--- src/design/rmc_pkg.sv ---
package rmc_pkg;

    localparam logic [4:0] MaxFieldChars = 5'd15;
    localparam logic [3:0] MaxFieldNumber = 4'd15;

    localparam logic [2:0] HdrIdle = 3'd0;
    localparam logic [2:0] HdrInside = 3'd6;

    localparam logic [7:0] ChDollar = 8'h24;
    localparam logic [7:0] ChStar = 8'h2a;
    localparam logic [7:0] ChCr = 8'h0d;
    localparam logic [7:0] ChLf = 8'h0a;
    localparam logic [7:0] ChComma = 8'h2c;
    localparam logic [7:0] ChDot = 8'h2e;

    localparam logic [31:0] LatMax = 32'd162000000;
    localparam logic [31:0] LonMax = 32'd324000000;
    localparam logic [27:0] SpeedMax = 28'hffffff;
    localparam logic [12:0] CourseMax = 13'd511;

    localparam logic [9:0] ScaleReset = 10'd185;
    localparam logic AddrScale = 1'b0;

    // 2^42 / 100000 rounded up; exact for products below 256 * 100000.
    localparam logic [25:0] RecipSpeed = 26'd43980466;
    localparam logic [33:0] SpeedSatLimit = 34'd25600000;

    typedef struct packed {
        logic               fix;
        logic [11:0][3:0]   digits;
        logic signed [28:0] lat;
        logic signed [29:0] lon;
        logic [23:0]        speed_th;
        logic [8:0]         course;
    } snap_t;

    function automatic logic [7:0] hdr_char(input logic [2:0] pos);
        case (pos)
            3'd1: hdr_char = 8'h47;
            3'd2: hdr_char = 8'h50;
            3'd3: hdr_char = 8'h52;
            3'd4: hdr_char = 8'h4d;
            3'd5: hdr_char = 8'h43;
            default: hdr_char = ChDollar;
        endcase
    endfunction

    function automatic logic [27:0] lat_weight(input logic [3:0] k);
        case (k)
            4'd0: lat_weight = 28'd18000000;
            4'd1: lat_weight = 28'd1800000;
            4'd2: lat_weight = 28'd300000;
            4'd3: lat_weight = 28'd30000;
            4'd5: lat_weight = 28'd3000;
            4'd6: lat_weight = 28'd300;
            4'd7: lat_weight = 28'd30;
            4'd8: lat_weight = 28'd3;
            default: lat_weight = 28'd0;
        endcase
    endfunction

    function automatic logic [28:0] lon_weight(input logic [3:0] k);
        case (k)
            4'd0: lon_weight = 29'd180000000;
            4'd1: lon_weight = 29'd18000000;
            4'd2: lon_weight = 29'd1800000;
            4'd3: lon_weight = 29'd300000;
            4'd4: lon_weight = 29'd30000;
            4'd6: lon_weight = 29'd3000;
            4'd7: lon_weight = 29'd300;
            4'd8: lon_weight = 29'd30;
            4'd9: lon_weight = 29'd3;
            default: lon_weight = 29'd0;
        endcase
    endfunction

    function automatic logic [6:0] frac_weight(input logic [2:0] phase);
        case (phase)
            3'd1: frac_weight = 7'd100;
            3'd2: frac_weight = 7'd10;
            3'd3: frac_weight = 7'd1;
            default: frac_weight = 7'd0;
        endcase
    endfunction

    // Day of a March-based year on which month m begins.
    function automatic logic [8:0] doy_of_month(input logic [3:0] m);
        case (m)
            4'd1: doy_of_month = 9'd306;
            4'd2: doy_of_month = 9'd337;
            4'd3: doy_of_month = 9'd0;
            4'd4: doy_of_month = 9'd31;
            4'd5: doy_of_month = 9'd61;
            4'd6: doy_of_month = 9'd92;
            4'd7: doy_of_month = 9'd122;
            4'd8: doy_of_month = 9'd153;
            4'd9: doy_of_month = 9'd184;
            4'd10: doy_of_month = 9'd214;
            4'd11: doy_of_month = 9'd245;
            4'd12: doy_of_month = 9'd275;
            default: doy_of_month = 9'd0;
        endcase
    endfunction

endpackage

--- src/design/nmea_rmc_sentence_parser.sv ---
// RMC sentence parser. One received character enters per beat on the s_ channel,
// and a beat can be taken in every cycle unless a result waits on m_ready. A
// sentence that opens with the header "$GPRMC" is split into its comma-separated
// fields; time, status, latitude and its hemisphere, longitude and its hemisphere,
// speed in knots, course and date are gathered character by character. When the
// sentence ends ('*', CR or LF) one result beat is produced on the m_ channel via
// the snapshot, stage two, stage three and output registers. The result holds a
// fix flag, UTC seconds since 1970 (years read as 2000 onwards, out-of-range date
// and time parts carried), latitude and longitude in 1/30000 arc minute (negative
// for south and west; a missing hemisphere repeats the previous position), speed
// in km/h saturated at 255, and the whole degrees of course. A sentence whose
// status is not 'A' or 'a' gives a result with the fix flag low and all other
// fields zero. In the conversion pipeline the speed multiply, the day count and
// the seconds multiply each have a register stage of their own.
// The whole pipeline stalls only while a finished result waits on m_ready.
// The checksum is not checked. Register 0 at byte address 0 holds the knots to
// km/h factor in hundredths (reset 185); write it only while the block is idle.
module nmea_rmc_sentence_parser (
    input  logic        aclk,
    input  logic        aresetn,

    input  logic        s_valid,
    output logic        s_ready,
    input  logic [7:0]  s_rx_byte,

    output logic        m_valid,
    input  logic        m_ready,
    output logic        m_fix_valid,
    output logic [31:0] m_utc_seconds,
    output logic signed [28:0] m_latitude_units,
    output logic signed [29:0] m_longitude_units,
    output logic [7:0]  m_speed_kmh,
    output logic [8:0]  m_course_degrees,

    input  logic        psel,
    input  logic        penable,
    input  logic        pwrite,
    input  logic [2:0]  paddr,
    input  logic [31:0] pwdata,
    output logic [31:0] prdata,
    output logic        pready
);
    import rmc_pkg::*;

    logic           advance;
    logic           accept;
    logic           snap_valid;
    snap_t          snap;
    logic [9:0]     scale_reg, scale_next;

    // Every stage moves on together whenever the result register is free or being
    // emptied, so a new beat is taken even while a result is on its way out.
    assign advance = !m_valid || m_ready;
    assign s_ready = advance;
    assign accept = s_valid && s_ready;

    // Configuration port: a single register, written in the access phase.
    assign pready = 1'b1;
    assign prdata = (paddr[2] == AddrScale) ? {22'd0, scale_reg} : 32'd0;

    always_comb begin
        scale_next = scale_reg;
        if (psel && penable && pwrite && pready && paddr[2] == AddrScale) begin
            scale_next = pwdata[9:0];
        end
    end

    always_ff @(posedge aclk) begin
        if (!aresetn) begin
            scale_reg <= ScaleReset;
        end else begin
            scale_reg <= scale_next;
        end
    end

    rmc_lexer u_lexer (
        .aclk       (aclk),
        .aresetn    (aresetn),
        .accept     (accept),
        .advance    (advance),
        .rx_byte    (s_rx_byte),
        .snap_valid (snap_valid),
        .snap       (snap)
    );

    rmc_convert u_convert (
        .aclk            (aclk),
        .aresetn         (aresetn),
        .advance         (advance),
        .snap_valid      (snap_valid),
        .snap            (snap),
        .scale           (scale_reg),
        .out_valid       (m_valid),
        .fix_valid       (m_fix_valid),
        .utc_seconds     (m_utc_seconds),
        .latitude_units  (m_latitude_units),
        .longitude_units (m_longitude_units),
        .speed_kmh       (m_speed_kmh),
        .course_degrees  (m_course_degrees)
    );

endmodule

--- src/design/rmc_lexer.sv ---
module rmc_lexer (
    input  logic          aclk,
    input  logic          aresetn,
    input  logic          accept,
    input  logic          advance,
    input  logic [7:0]    rx_byte,
    output logic          snap_valid,
    output rmc_pkg::snap_t snap
);
    import rmc_pkg::*;

    logic [2:0]       hdr_reg, hdr_next;
    logic [3:0]       fn_reg, fn_next;
    logic [4:0]       cif_reg, cif_next;
    logic [2:0]       dot_reg, dot_next;
    logic             status_reg, status_next;
    logic [11:0][3:0] dig_reg, dig_next;
    logic [28:0]      lat_acc_reg, lat_acc_next;
    logic [29:0]      lon_acc_reg, lon_acc_next;
    logic [3:0]       hem_reg, hem_next;
    logic signed [28:0] last_lat_reg, last_lat_next;
    logic signed [29:0] last_lon_reg, last_lon_next;
    logic [23:0]      spd_reg, spd_next;
    logic [8:0]       crs_reg, crs_next;
    logic             sv_reg, sv_next;
    snap_t            snap_reg, snap_next;

    logic        is_digit;
    logic [3:0]  dval;
    logic [31:0] lat_sum, lon_sum;
    logic [27:0] spd_int, spd_frac;
    logic [12:0] crs_sum;
    logic        term;

    assign is_digit = (rx_byte >= 8'h30) && (rx_byte <= 8'h39);
    assign dval = is_digit ? rx_byte[3:0] : 4'd0;
    assign term = (rx_byte == ChStar) || (rx_byte == ChCr) || (rx_byte == ChLf);

    assign lat_sum = {3'd0, lat_acc_reg} + 32'(dval) * {4'd0, lat_weight(cif_reg[3:0])};
    assign lon_sum = {2'd0, lon_acc_reg} + 32'(dval) * {3'd0, lon_weight(cif_reg[3:0])};
    assign spd_int = {4'd0, spd_reg} * 28'd10 + 28'(dval) * 28'd1000;
    assign spd_frac = {4'd0, spd_reg} + 28'(dval) * 28'(frac_weight(dot_reg));
    assign crs_sum = {4'd0, crs_reg} * 13'd10 + 13'(dval);

    always_comb begin
        hdr_next = hdr_reg;
        fn_next = fn_reg;
        cif_next = cif_reg;
        dot_next = dot_reg;
        status_next = status_reg;
        dig_next = dig_reg;
        lat_acc_next = lat_acc_reg;
        lon_acc_next = lon_acc_reg;
        hem_next = hem_reg;
        last_lat_next = last_lat_reg;
        last_lon_next = last_lon_reg;
        spd_next = spd_reg;
        crs_next = crs_reg;
        sv_next = advance ? 1'b0 : sv_reg;
        snap_next = snap_reg;
        if (accept) begin
            if (rx_byte == ChDollar) begin
                hdr_next = 3'd1;
            end else if (hdr_reg != HdrInside) begin
                if (hdr_reg != HdrIdle && rx_byte == hdr_char(hdr_reg)) begin
                    hdr_next = hdr_reg + 3'd1;
                    if (hdr_reg == 3'd5) begin
                        fn_next = 4'd0;
                        cif_next = 5'd0;
                        dot_next = 3'd0;
                        status_next = 1'b0;
                        dig_next = '0;
                        lat_acc_next = '0;
                        lon_acc_next = '0;
                        hem_next = 4'd0;
                        spd_next = '0;
                        crs_next = '0;
                    end
                end else begin
                    hdr_next = HdrIdle;
                end
            end else if (term) begin
                hdr_next = HdrIdle;
                if (status_reg) begin
                    if (hem_reg[0]) begin
                        last_lat_next = $signed(lat_acc_reg);
                    end else if (hem_reg[1]) begin
                        last_lat_next = -$signed(lat_acc_reg);
                    end
                    if (hem_reg[2]) begin
                        last_lon_next = $signed(lon_acc_reg);
                    end else if (hem_reg[3]) begin
                        last_lon_next = -$signed(lon_acc_reg);
                    end
                end
                sv_next = 1'b1;
                snap_next.fix = status_reg;
                snap_next.digits = dig_reg;
                snap_next.lat = last_lat_next;
                snap_next.lon = last_lon_next;
                snap_next.speed_th = spd_reg;
                snap_next.course = crs_reg;
            end else if (rx_byte == ChComma) begin
                if (fn_reg != MaxFieldNumber) begin
                    fn_next = fn_reg + 4'd1;
                end
                cif_next = 5'd0;
                dot_next = 3'd0;
            end else if (cif_reg < MaxFieldChars) begin
                cif_next = cif_reg + 5'd1;
                case (fn_reg)
                    4'd1: begin
                        if (cif_reg < 5'd6) begin
                            dig_next[cif_reg[3:0]] = dval;
                        end
                    end
                    4'd2: begin
                        if (cif_reg == 5'd0 && (rx_byte == 8'h41 || rx_byte == 8'h61)) begin
                            status_next = 1'b1;
                        end
                    end
                    4'd3: begin
                        if (is_digit && cif_reg < 5'd9) begin
                            lat_acc_next = (lat_sum > LatMax) ? LatMax[28:0] : lat_sum[28:0];
                        end
                    end
                    4'd4: begin
                        if (cif_reg == 5'd0 && rx_byte == 8'h4e) hem_next[0] = 1'b1;
                        if (cif_reg == 5'd0 && rx_byte == 8'h53) hem_next[1] = 1'b1;
                    end
                    4'd5: begin
                        if (is_digit && cif_reg < 5'd10) begin
                            lon_acc_next = (lon_sum > LonMax) ? LonMax[29:0] : lon_sum[29:0];
                        end
                    end
                    4'd6: begin
                        if (cif_reg == 5'd0 && rx_byte == 8'h45) hem_next[2] = 1'b1;
                        if (cif_reg == 5'd0 && rx_byte == 8'h57) hem_next[3] = 1'b1;
                    end
                    4'd7: begin
                        if (rx_byte == ChDot && dot_reg == 3'd0) begin
                            dot_next = 3'd1;
                        end else if (is_digit) begin
                            if (dot_reg == 3'd0) begin
                                spd_next = (spd_int > SpeedMax) ? SpeedMax[23:0] : spd_int[23:0];
                            end else if (dot_reg < 3'd4) begin
                                spd_next = (spd_frac > SpeedMax) ? SpeedMax[23:0]
                                                                 : spd_frac[23:0];
                                dot_next = dot_reg + 3'd1;
                            end
                        end
                    end
                    4'd8: begin
                        if (rx_byte == ChDot && dot_reg == 3'd0) begin
                            dot_next = 3'd1;
                        end else if (is_digit && dot_reg == 3'd0) begin
                            crs_next = (crs_sum > CourseMax) ? CourseMax[8:0] : crs_sum[8:0];
                        end
                    end
                    4'd9: begin
                        if (cif_reg < 5'd6) begin
                            dig_next[4'd6 + cif_reg[3:0]] = dval;
                        end
                    end
                    default: begin
                    end
                endcase
            end
        end
    end

    always_ff @(posedge aclk) begin
        if (!aresetn) begin
            hdr_reg <= HdrIdle;
            fn_reg <= '0;
            cif_reg <= '0;
            dot_reg <= '0;
            status_reg <= 1'b0;
            dig_reg <= '0;
            lat_acc_reg <= '0;
            lon_acc_reg <= '0;
            hem_reg <= '0;
            last_lat_reg <= '0;
            last_lon_reg <= '0;
            spd_reg <= '0;
            crs_reg <= '0;
            sv_reg <= 1'b0;
        end else begin
            hdr_reg <= hdr_next;
            fn_reg <= fn_next;
            cif_reg <= cif_next;
            dot_reg <= dot_next;
            status_reg <= status_next;
            dig_reg <= dig_next;
            lat_acc_reg <= lat_acc_next;
            lon_acc_reg <= lon_acc_next;
            hem_reg <= hem_next;
            last_lat_reg <= last_lat_next;
            last_lon_reg <= last_lon_next;
            spd_reg <= spd_next;
            crs_reg <= crs_next;
            sv_reg <= sv_next;
        end
    end

    always_ff @(posedge aclk) begin
        snap_reg <= snap_next;
    end

    assign snap_valid = sv_reg;
    assign snap = snap_reg;

    a_hdr_range: assert property (@(posedge aclk) disable iff (!aresetn)
        hdr_reg <= HdrInside) else $error("header position out of range");
    a_cif_range: assert property (@(posedge aclk) disable iff (!aresetn)
        cif_reg <= MaxFieldChars) else $error("field character count overran");
    a_dot_range: assert property (@(posedge aclk) disable iff (!aresetn)
        dot_reg <= 3'd4) else $error("decimal phase out of range");
    a_snap_hold: assert property (@(posedge aclk) disable iff (!aresetn)
        sv_reg && !advance |=> sv_reg && $stable(snap_reg))
        else $error("stalled snapshot changed");

endmodule

--- src/design/rmc_convert.sv ---
module rmc_convert (
    input  logic           aclk,
    input  logic           aresetn,
    input  logic           advance,
    input  logic           snap_valid,
    input  rmc_pkg::snap_t snap,
    input  logic [9:0]     scale,
    output logic           out_valid,
    output logic           fix_valid,
    output logic [31:0]    utc_seconds,
    output logic signed [28:0] latitude_units,
    output logic signed [29:0] longitude_units,
    output logic [7:0]     speed_kmh,
    output logic [8:0]     course_degrees
);
    import rmc_pkg::*;

    // Stage two: decoded date and time fields, raw speed product.
    logic        v2_reg;
    logic        fix2_reg;
    logic [18:0] tod2_reg;
    logic [8:0]  yoe2_reg;
    logic [8:0]  doy2_reg;
    logic [6:0]  dd2_reg;
    logic [33:0] prod2_reg;
    logic signed [28:0] lat2_reg;
    logic signed [29:0] lon2_reg;
    logic [8:0]  crs2_reg;

    // Stage three: day number and km/h.
    logic        v3_reg;
    logic        fix3_reg;
    logic [18:0] tod3_reg;
    logic [16:0] days3_reg;
    logic [7:0]  kmh3_reg;
    logic signed [28:0] lat3_reg;
    logic signed [29:0] lon3_reg;
    logic [8:0]  crs3_reg;

    logic        vo_reg;
    logic        fixo_reg;
    logic [31:0] utco_reg;
    logic signed [28:0] lato_reg;
    logic signed [29:0] lono_reg;
    logic [7:0]  kmho_reg;
    logic [8:0]  crso_reg;

    logic [6:0]  hh, mi, ss, dd, mo, yy, mon0;
    logic [12:0] q12_prod;
    logic [3:0]  q12;
    logic [3:0]  month;
    logic [8:0]  yoe;
    logic [18:0] tod;
    logic [19:0] days_w;
    logic [2:0]  cent;
    logic [50:0] kmh_prod;
    logic [31:0] secs;

    assign hh = 7'(snap.digits[0]) * 7'd10 + 7'(snap.digits[1]);
    assign mi = 7'(snap.digits[2]) * 7'd10 + 7'(snap.digits[3]);
    assign ss = 7'(snap.digits[4]) * 7'd10 + 7'(snap.digits[5]);
    assign dd = 7'(snap.digits[6]) * 7'd10 + 7'(snap.digits[7]);
    assign mo = 7'(snap.digits[8]) * 7'd10 + 7'(snap.digits[9]);
    assign yy = 7'(snap.digits[10]) * 7'd10 + 7'(snap.digits[11]);

    // Month zero is December of the year before; larger months carry into years.
    assign mon0 = mo - 7'd1;
    assign q12_prod = 13'(mon0) * 13'd43;
    assign q12 = q12_prod[12:9];

    always_comb begin
        if (mo == 7'd0) begin
            month = 4'd12;
            yoe = 9'd399 + 9'(yy);
        end else begin
            month = 4'(mon0 - 7'(q12) * 7'd12) + 4'd1;
            yoe = 9'd400 + 9'(yy) + 9'(q12) - ((month <= 4'd2) ? 9'd1 : 9'd0);
        end
    end

    assign tod = 19'(hh) * 19'd3600 + 19'(mi) * 19'd60 + 19'(ss);

    // Century years that are not leap years, counted from 1600 (2000 is a leap year).
    assign cent = (yoe2_reg >= 9'd500) ? 3'd4 : 3'd3;
    assign days_w = 20'(yoe2_reg) * 20'd365 + 20'(yoe2_reg[8:2]) - 20'(cent)
                  + 20'(doy2_reg) + 20'(dd2_reg) - 20'd135081;

    assign kmh_prod = 51'(prod2_reg[24:0]) * 51'(RecipSpeed);

    assign secs = 32'(days3_reg) * 32'd86400 + 32'(tod3_reg);

    always_ff @(posedge aclk) begin
        if (!aresetn) begin
            v2_reg <= 1'b0;
            v3_reg <= 1'b0;
            vo_reg <= 1'b0;
        end else if (advance) begin
            v2_reg <= snap_valid;
            v3_reg <= v2_reg;
            vo_reg <= v3_reg;
        end
    end

    always_ff @(posedge aclk) begin
        if (advance) begin
            fix2_reg <= snap.fix;
            tod2_reg <= tod;
            yoe2_reg <= yoe;
            doy2_reg <= doy_of_month(month);
            dd2_reg <= dd;
            prod2_reg <= 34'(snap.speed_th) * 34'(scale);
            lat2_reg <= snap.lat;
            lon2_reg <= snap.lon;
            crs2_reg <= snap.course;

            fix3_reg <= fix2_reg;
            tod3_reg <= tod2_reg;
            days3_reg <= days_w[16:0];
            kmh3_reg <= (prod2_reg >= SpeedSatLimit) ? 8'd255 : kmh_prod[49:42];
            lat3_reg <= lat2_reg;
            lon3_reg <= lon2_reg;
            crs3_reg <= crs2_reg;

            fixo_reg <= fix3_reg;
            utco_reg <= fix3_reg ? secs : 32'd0;
            lato_reg <= fix3_reg ? lat3_reg : '0;
            lono_reg <= fix3_reg ? lon3_reg : '0;
            kmho_reg <= fix3_reg ? kmh3_reg : 8'd0;
            crso_reg <= fix3_reg ? crs3_reg : 9'd0;
        end
    end

    assign out_valid = vo_reg;
    assign fix_valid = fixo_reg;
    assign utc_seconds = utco_reg;
    assign latitude_units = lato_reg;
    assign longitude_units = lono_reg;
    assign speed_kmh = kmho_reg;
    assign course_degrees = crso_reg;

    a_invalid_zero: assert property (@(posedge aclk) disable iff (!aresetn)
        vo_reg && !fixo_reg |-> utco_reg == 32'd0 && kmho_reg == 8'd0
                                && crso_reg == 9'd0 && lato_reg == '0 && lono_reg == '0)
        else $error("invalid fix carries data");
    a_pipe_flow: assert property (@(posedge aclk) disable iff (!aresetn)
        advance && v3_reg |=> vo_reg) else $error("result lost in pipeline");
    a_pipe_hold: assert property (@(posedge aclk) disable iff (!aresetn)
        !advance |=> $stable(v2_reg) && $stable(v3_reg) && $stable(vo_reg))
        else $error("pipeline moved while stalled");

endmodule
--- config.mk ---
export PLATFORM = sky130hd
export DESIGN_NAME = nmea_rmc_sentence_parser
export DESIGN_NICKNAME = d
export VERILOG_FILES = /design/src/design/rmc_pkg.sv /design/src/design/nmea_rmc_sentence_parser.sv /design/src/design/rmc_lexer.sv /design/src/design/rmc_convert.sv
export SDC_FILE = /design/constraint.sdc
export NUM_CORES = 2
export LEC_CHECK = 0
export ABC_AREA = 1
export BUFFER_PORTS_ARGS = -buffer_cell sky130_fd_sc_hd__buf_2
export CAP_MARGIN = 20
export CORE_MARGIN = 1.5
export CORE_UTILIZATION = 63
export CTS_BUF_LIST = sky130_fd_sc_hd__clkbuf_16
export CTS_CLUSTER_DIAMETER = 40
export DETAILED_ROUTE_END_ITERATION = 7
export HOLD_SLACK_MARGIN = 0.1
export PLACE_DENSITY = 0.8
export SYNTH_ARGS = -nofsm -noshare
export SYNTH_HDL_FRONTEND = slang
export SYNTH_SLANG_ARGS = --single-unit
--- constraint.sdc ---
create_clock -name aclk -period 39.2 [get_ports aclk]
set_clock_uncertainty 0.2 [all_clocks]
set_input_delay 9.8 -clock aclk [delete_from_list [all_inputs] [get_ports aclk]]
set_output_delay 9.8 -clock aclk [all_outputs]
set_load 0.05 [all_outputs]
-- Yosys cells after proc, flatten, opt, wreduce, memory -nomap -nowiden
Memories as Yosys holds them, arrays and structs flattened. A register that Yosys moved wholly into a read port is not among the register bits.
Cells that the tools add are included.
- register bits: 734
- memory bits (read-only): 912
- output and inout port bits: 144
- word-level logic and storage cells: 384
- memories: 3
- add/sub/neg operators: 33
- $mul: 20
- magnitude comparators: 19
- equal/unequal tests: 43
- muxes and demuxes: 128
- bitwise logic cells: 3
- reductions and logical operators: 65
- memories (name ; words ; width ; read ports ; clocked after memory_dff ; write ports ; line ; source):
    (name not given) ; 16 ; 26 ; 1 ; 1 ; 0 ; rmc_pkg.sv:63 ; case (k)
    (name not given) ; 16 ; 22 ; 1 ; 1 ; 0 ; rmc_pkg.sv:49 ; case (k)
    (name not given) ; 16 ; 9 ; 1 ; 1 ; 0 ; rmc_pkg.sv:88 ; case (m)
- operator list (kind ; number):
    $mux 48 ; 8
    $mux 30 ; 12
    $mux 29 ; 12
    $mux 24 ; 13
    $mux 9 ; 11
    $bwmux 48 ; 2
    $pmux 48 s2 ; 1
    $mux 4 ; 18
    $reduce_and 9->1 ; 7
    $gt 28x24->1 const B ; 2
    $mul 25x25->49 const B ; 1
    $eq 8x7->1 const B ; 6
    $mux 3 ; 16
    $add 7x4->7 ; 6
    $reduce_bool 2->1 ; 19
    $mul 4x3->6 const B ; 6
    $pmux 7 s5 ; 1
    $add 17x7->17 ; 2
    $ge 34x25->1 const B ; 1
    $mul 24x10->34 ; 1
    $add 29x32->32 ; 1
    $add 30x32->32 ; 1
    $add 32x19->32 ; 1
    $demux 4 s4 ; 2
    other kinds (83) ; 161

-- Logic depth before layout (Yosys ltp)
- word-level depth: 16
- gate-level depth with buffers: 42
- gate-level depth less buffers: 42

-- Cells and area by module
Synthesis repeated with hierarchy kept, for this count alone.
- cells, all modules: 9108
- area, all modules: 76347.0 µm²
- modules (own cells, without submodules) (module ; instances ; cells an instance ; area an instance (µm²)):
    rmc_convert ; 1 ; 4529 ; 43563.0
    rmc_lexer ; 1 ; 4471 ; 32068.3
    nmea_rmc_sentence_parser ; 1 ; 108 ; 715.7

-- Worst setup path after synthesis
OpenSTA, ideal clock, no wires.
- path type: input to output
- start: input port m_ready
- end: output port s_ready
- arrival: 17.332 ns
- path slack: 11.868 ns
- cell stages on the path: 2
- path through: nor2_1 -> inv_1
- cells in the longest elaborated chain, start to end: 1
- RTL lines (element ; line ; source):
    start, declared ; nmea_rmc_sentence_parser.sv:27 ; input logic m_ready,
    $logic_or 1x1->1 ; nmea_rmc_sentence_parser.sv:53 ; assign advance = !m_valid || m_ready;
    end, declared ; nmea_rmc_sentence_parser.sv:23 ; output logic s_ready,
No other way between the ends.

-- Worst setup path after layout
Same ends and word-level chain as after synthesis.

==> flow_summary.json <==
{
  "status": "complete, no violations",
  "final-instance-count-excl-fill": 10790,
  "place_congestion": 1.002,
  "grt_max_degree": 200,
  "multiInputGateArea_sq_mm": 0.04611,
  "synthArstFlopShare_pct": 0,
  "final_area_sq_mm": 0.08139,
  "required_ns": 29.20,
  "avgSynthCellArea_sq_um": 8.402,
  "viasPerCell": 5.461,
  "hold_viol_final": 0,
  "yosysWarnings": 0,
  "clock_path_buffers": 3,
  "die_area_sq_mm": 0.1218,
  "crit_start": "m_ready",
  "cts-root-buf": "clkbuf_16",
  "num_io_pins": 194,
  "drtIter0Drc": 5134,
  "grt_pass1_vias": 59910,
  "cp_max_fo": 37,
  "largest_reg_flops": 141,
  "cpMaxStageDelayCell": "nor2_1",
  "cts_setup_buffers": 0,
  "initial_utilization_pct": 63.70,
  "setup_viol_count_final": 0,
  "path_clk_slew_ns": 0.06,
  "nNetsFinal": 10750,
  "maxCapViolCount": 0,
  "maxSlewHeadroom_pct": 23.68,
  "fill_cells": 9127,
  "rsz0062_at_grt": "no",
  "drt-total-wl_microns": 182000,
  "rr_startpoint": "u_lexer.snap[124]",
  "synthTopCellsByArea": "edfxtp_1 (20%), fa_1 (19%), ha_1 (15%)",
  "core-area_sq_mm": 0.1184,
  "ctsHoldBuffers": 0,
  "yosys.area.top_type": "edfxtp_1",
  "grt_pass1_wl_microns": 298200,
  "drive_gt1_share_pct": 5.263,
  "worstHoldStart": "u_lexer.snap[48]",
  "min_path_cells": 0,
  "drc": 0,
  "start_kind": "primary input",
  "cts_num_sinks": 780,
  "synthFlopType": "edfxtp_1",
  "synth_top_area_share_pct": 20.31,
  "crit_chain": "buf_2 > nor2_1 > inv_8 > buf_2",
  "worstRegToRegCells": 37,
  "overflow": 0,
  "post-place-ws_ns": 18.29,
  "layout_commonest_cell": "inv_1",
  "track_usage_pct": 30.45,
  "antenna_found_initial": 12,
  "layout_setup_ws_ns": 18.27,
  "tightestPinTransition_ns": 1.143,
  "cts_tree": "done",
  "first_pass_iters": 7,
  "hold_path_class": "reg2reg",
  "dpl.hpwl_microns": 143100,
  "cts_buffers": 108,
  "dpl.cell_count": 10570,
  "cts_resized": 0,
  "seqCellArea_sq_mm": 0.02072,
  "syn_area_sq_mm": 0.07542,
  "vias": 58900,
  "layout_common_cells": "inv_1 (2052), nand2_1 (1818), ha_1 (910), fa_1 (711), nor2_1 (696)",
  "period_needed_ns": 20.93,
  "dpl_cell_area_sq_mm": 0.07758,
  "area_growth_pct": 7.920,
  "max_stage_delay_ns": 0.42,
  "synthDistinctLibCells": 69,
  "yosys_register_bits": 780,
  "insertion_delay_ns": 0.72,
  "fmax_ghz": 0.04779,
  "synth_edf_count": 510,
  "fp.dieH_microns": 349.0,
  "crit_type": "in2out",
  "portBuffers": 146,
  "detail-route-antenna-nets": 0,
  "rows": 126,
  "arrival_ns": 10.93,
  "yosysSeqAreaShare_pct": 27.47,
  "synthCells": 8976,
  "htree_levels": 3,
  "path_common_cell": "buf_2",
  "fp.dieW_microns": 349.0,
  "final_max_slew_viol_count": 0,
  "wl_per_cell_microns": 16.88,
  "finalCritPeriodShare_pct": 53.38,
  "worst_setup_path_end_kind": "primary output",
  "setup_tns_ns": 0
}
area by class of cell:
type	count	share of cell area, %
multi-input cells	5947	56.65
flip-flops and latches	780	25.46
inverters	2062	9.522
clock buffers	109	3.351
well taps	1600	2.460
repair buffers	183	1.313
clock inverters	96	1.221
diodes	8	0.02460
through the flow:
step | hold WS (ns) | util (%)
after floorplan | 0.2003 | -
after global placement | 0.2005 | 65.53
after detailed placement | 0.2045 | 65.53
after CTS | 0.2026 | 68.67
after global routing | 0.2072 | 68.73
final | 0.2035 | 68.75
routing by layer:
metal,vias up,share of wire [%],GRT usage [%]
li1,28270,-,-
met1,28040,42,41.09
met2,2194,46,49.98
met3,390,8.9,5.227
met4,2,3.3,9.849
met5,-,0.0071,0
final timing paths:
check	end	slack (ns)
min	u_convert.lon2_reg[15]	0.20
max	s_ready	18.27
max reg2reg	u_convert.yoe2_reg[8]	30.85
min reg2reg	u_convert.lon2_reg[15]	0.20
synth_stat cells, types with 18 or more instances:
cell type,n
a21o_1,22
a21oi_1,495
a221oi_1,47
a31oi_1,19
buf_4,25
clkbuf_1,149
dfxtp_1,270
edfxtp_1,510
fa_1,711
ha_1,910
inv_1,2044
nand2_1,1818
nand2_2,18
nand3_1,305
nand3b_1,27
nand4_1,63
nor2_1,702
nor2_2,18
nor3_1,59
nor3_2,19
nor4_1,21
o21ai_0,250
o21bai_1,20
xnor2_1,88
xor2_1,158
kinds of logic after synthesis:
group / synth area share, %
AND/OR/NAND/NOR: 17.03
buffers and inverters: 11.52
adder cells (fa/ha/maj): 33.97
AO/OA/AOI/OAI: 7.102
flip-flops: 27.47
XOR/XNOR: 2.878
other: 0.009958
multiplexers: 0.01327
critical path, delay by kind of cell:
family / cells / cell delay (ns)
buf+inv: 3 / 0.68
simple gates: 1 / 0.42
Power is not shown: default switching activity piles up to over one toggle a cycle in this logic, so the estimate is an artifact.
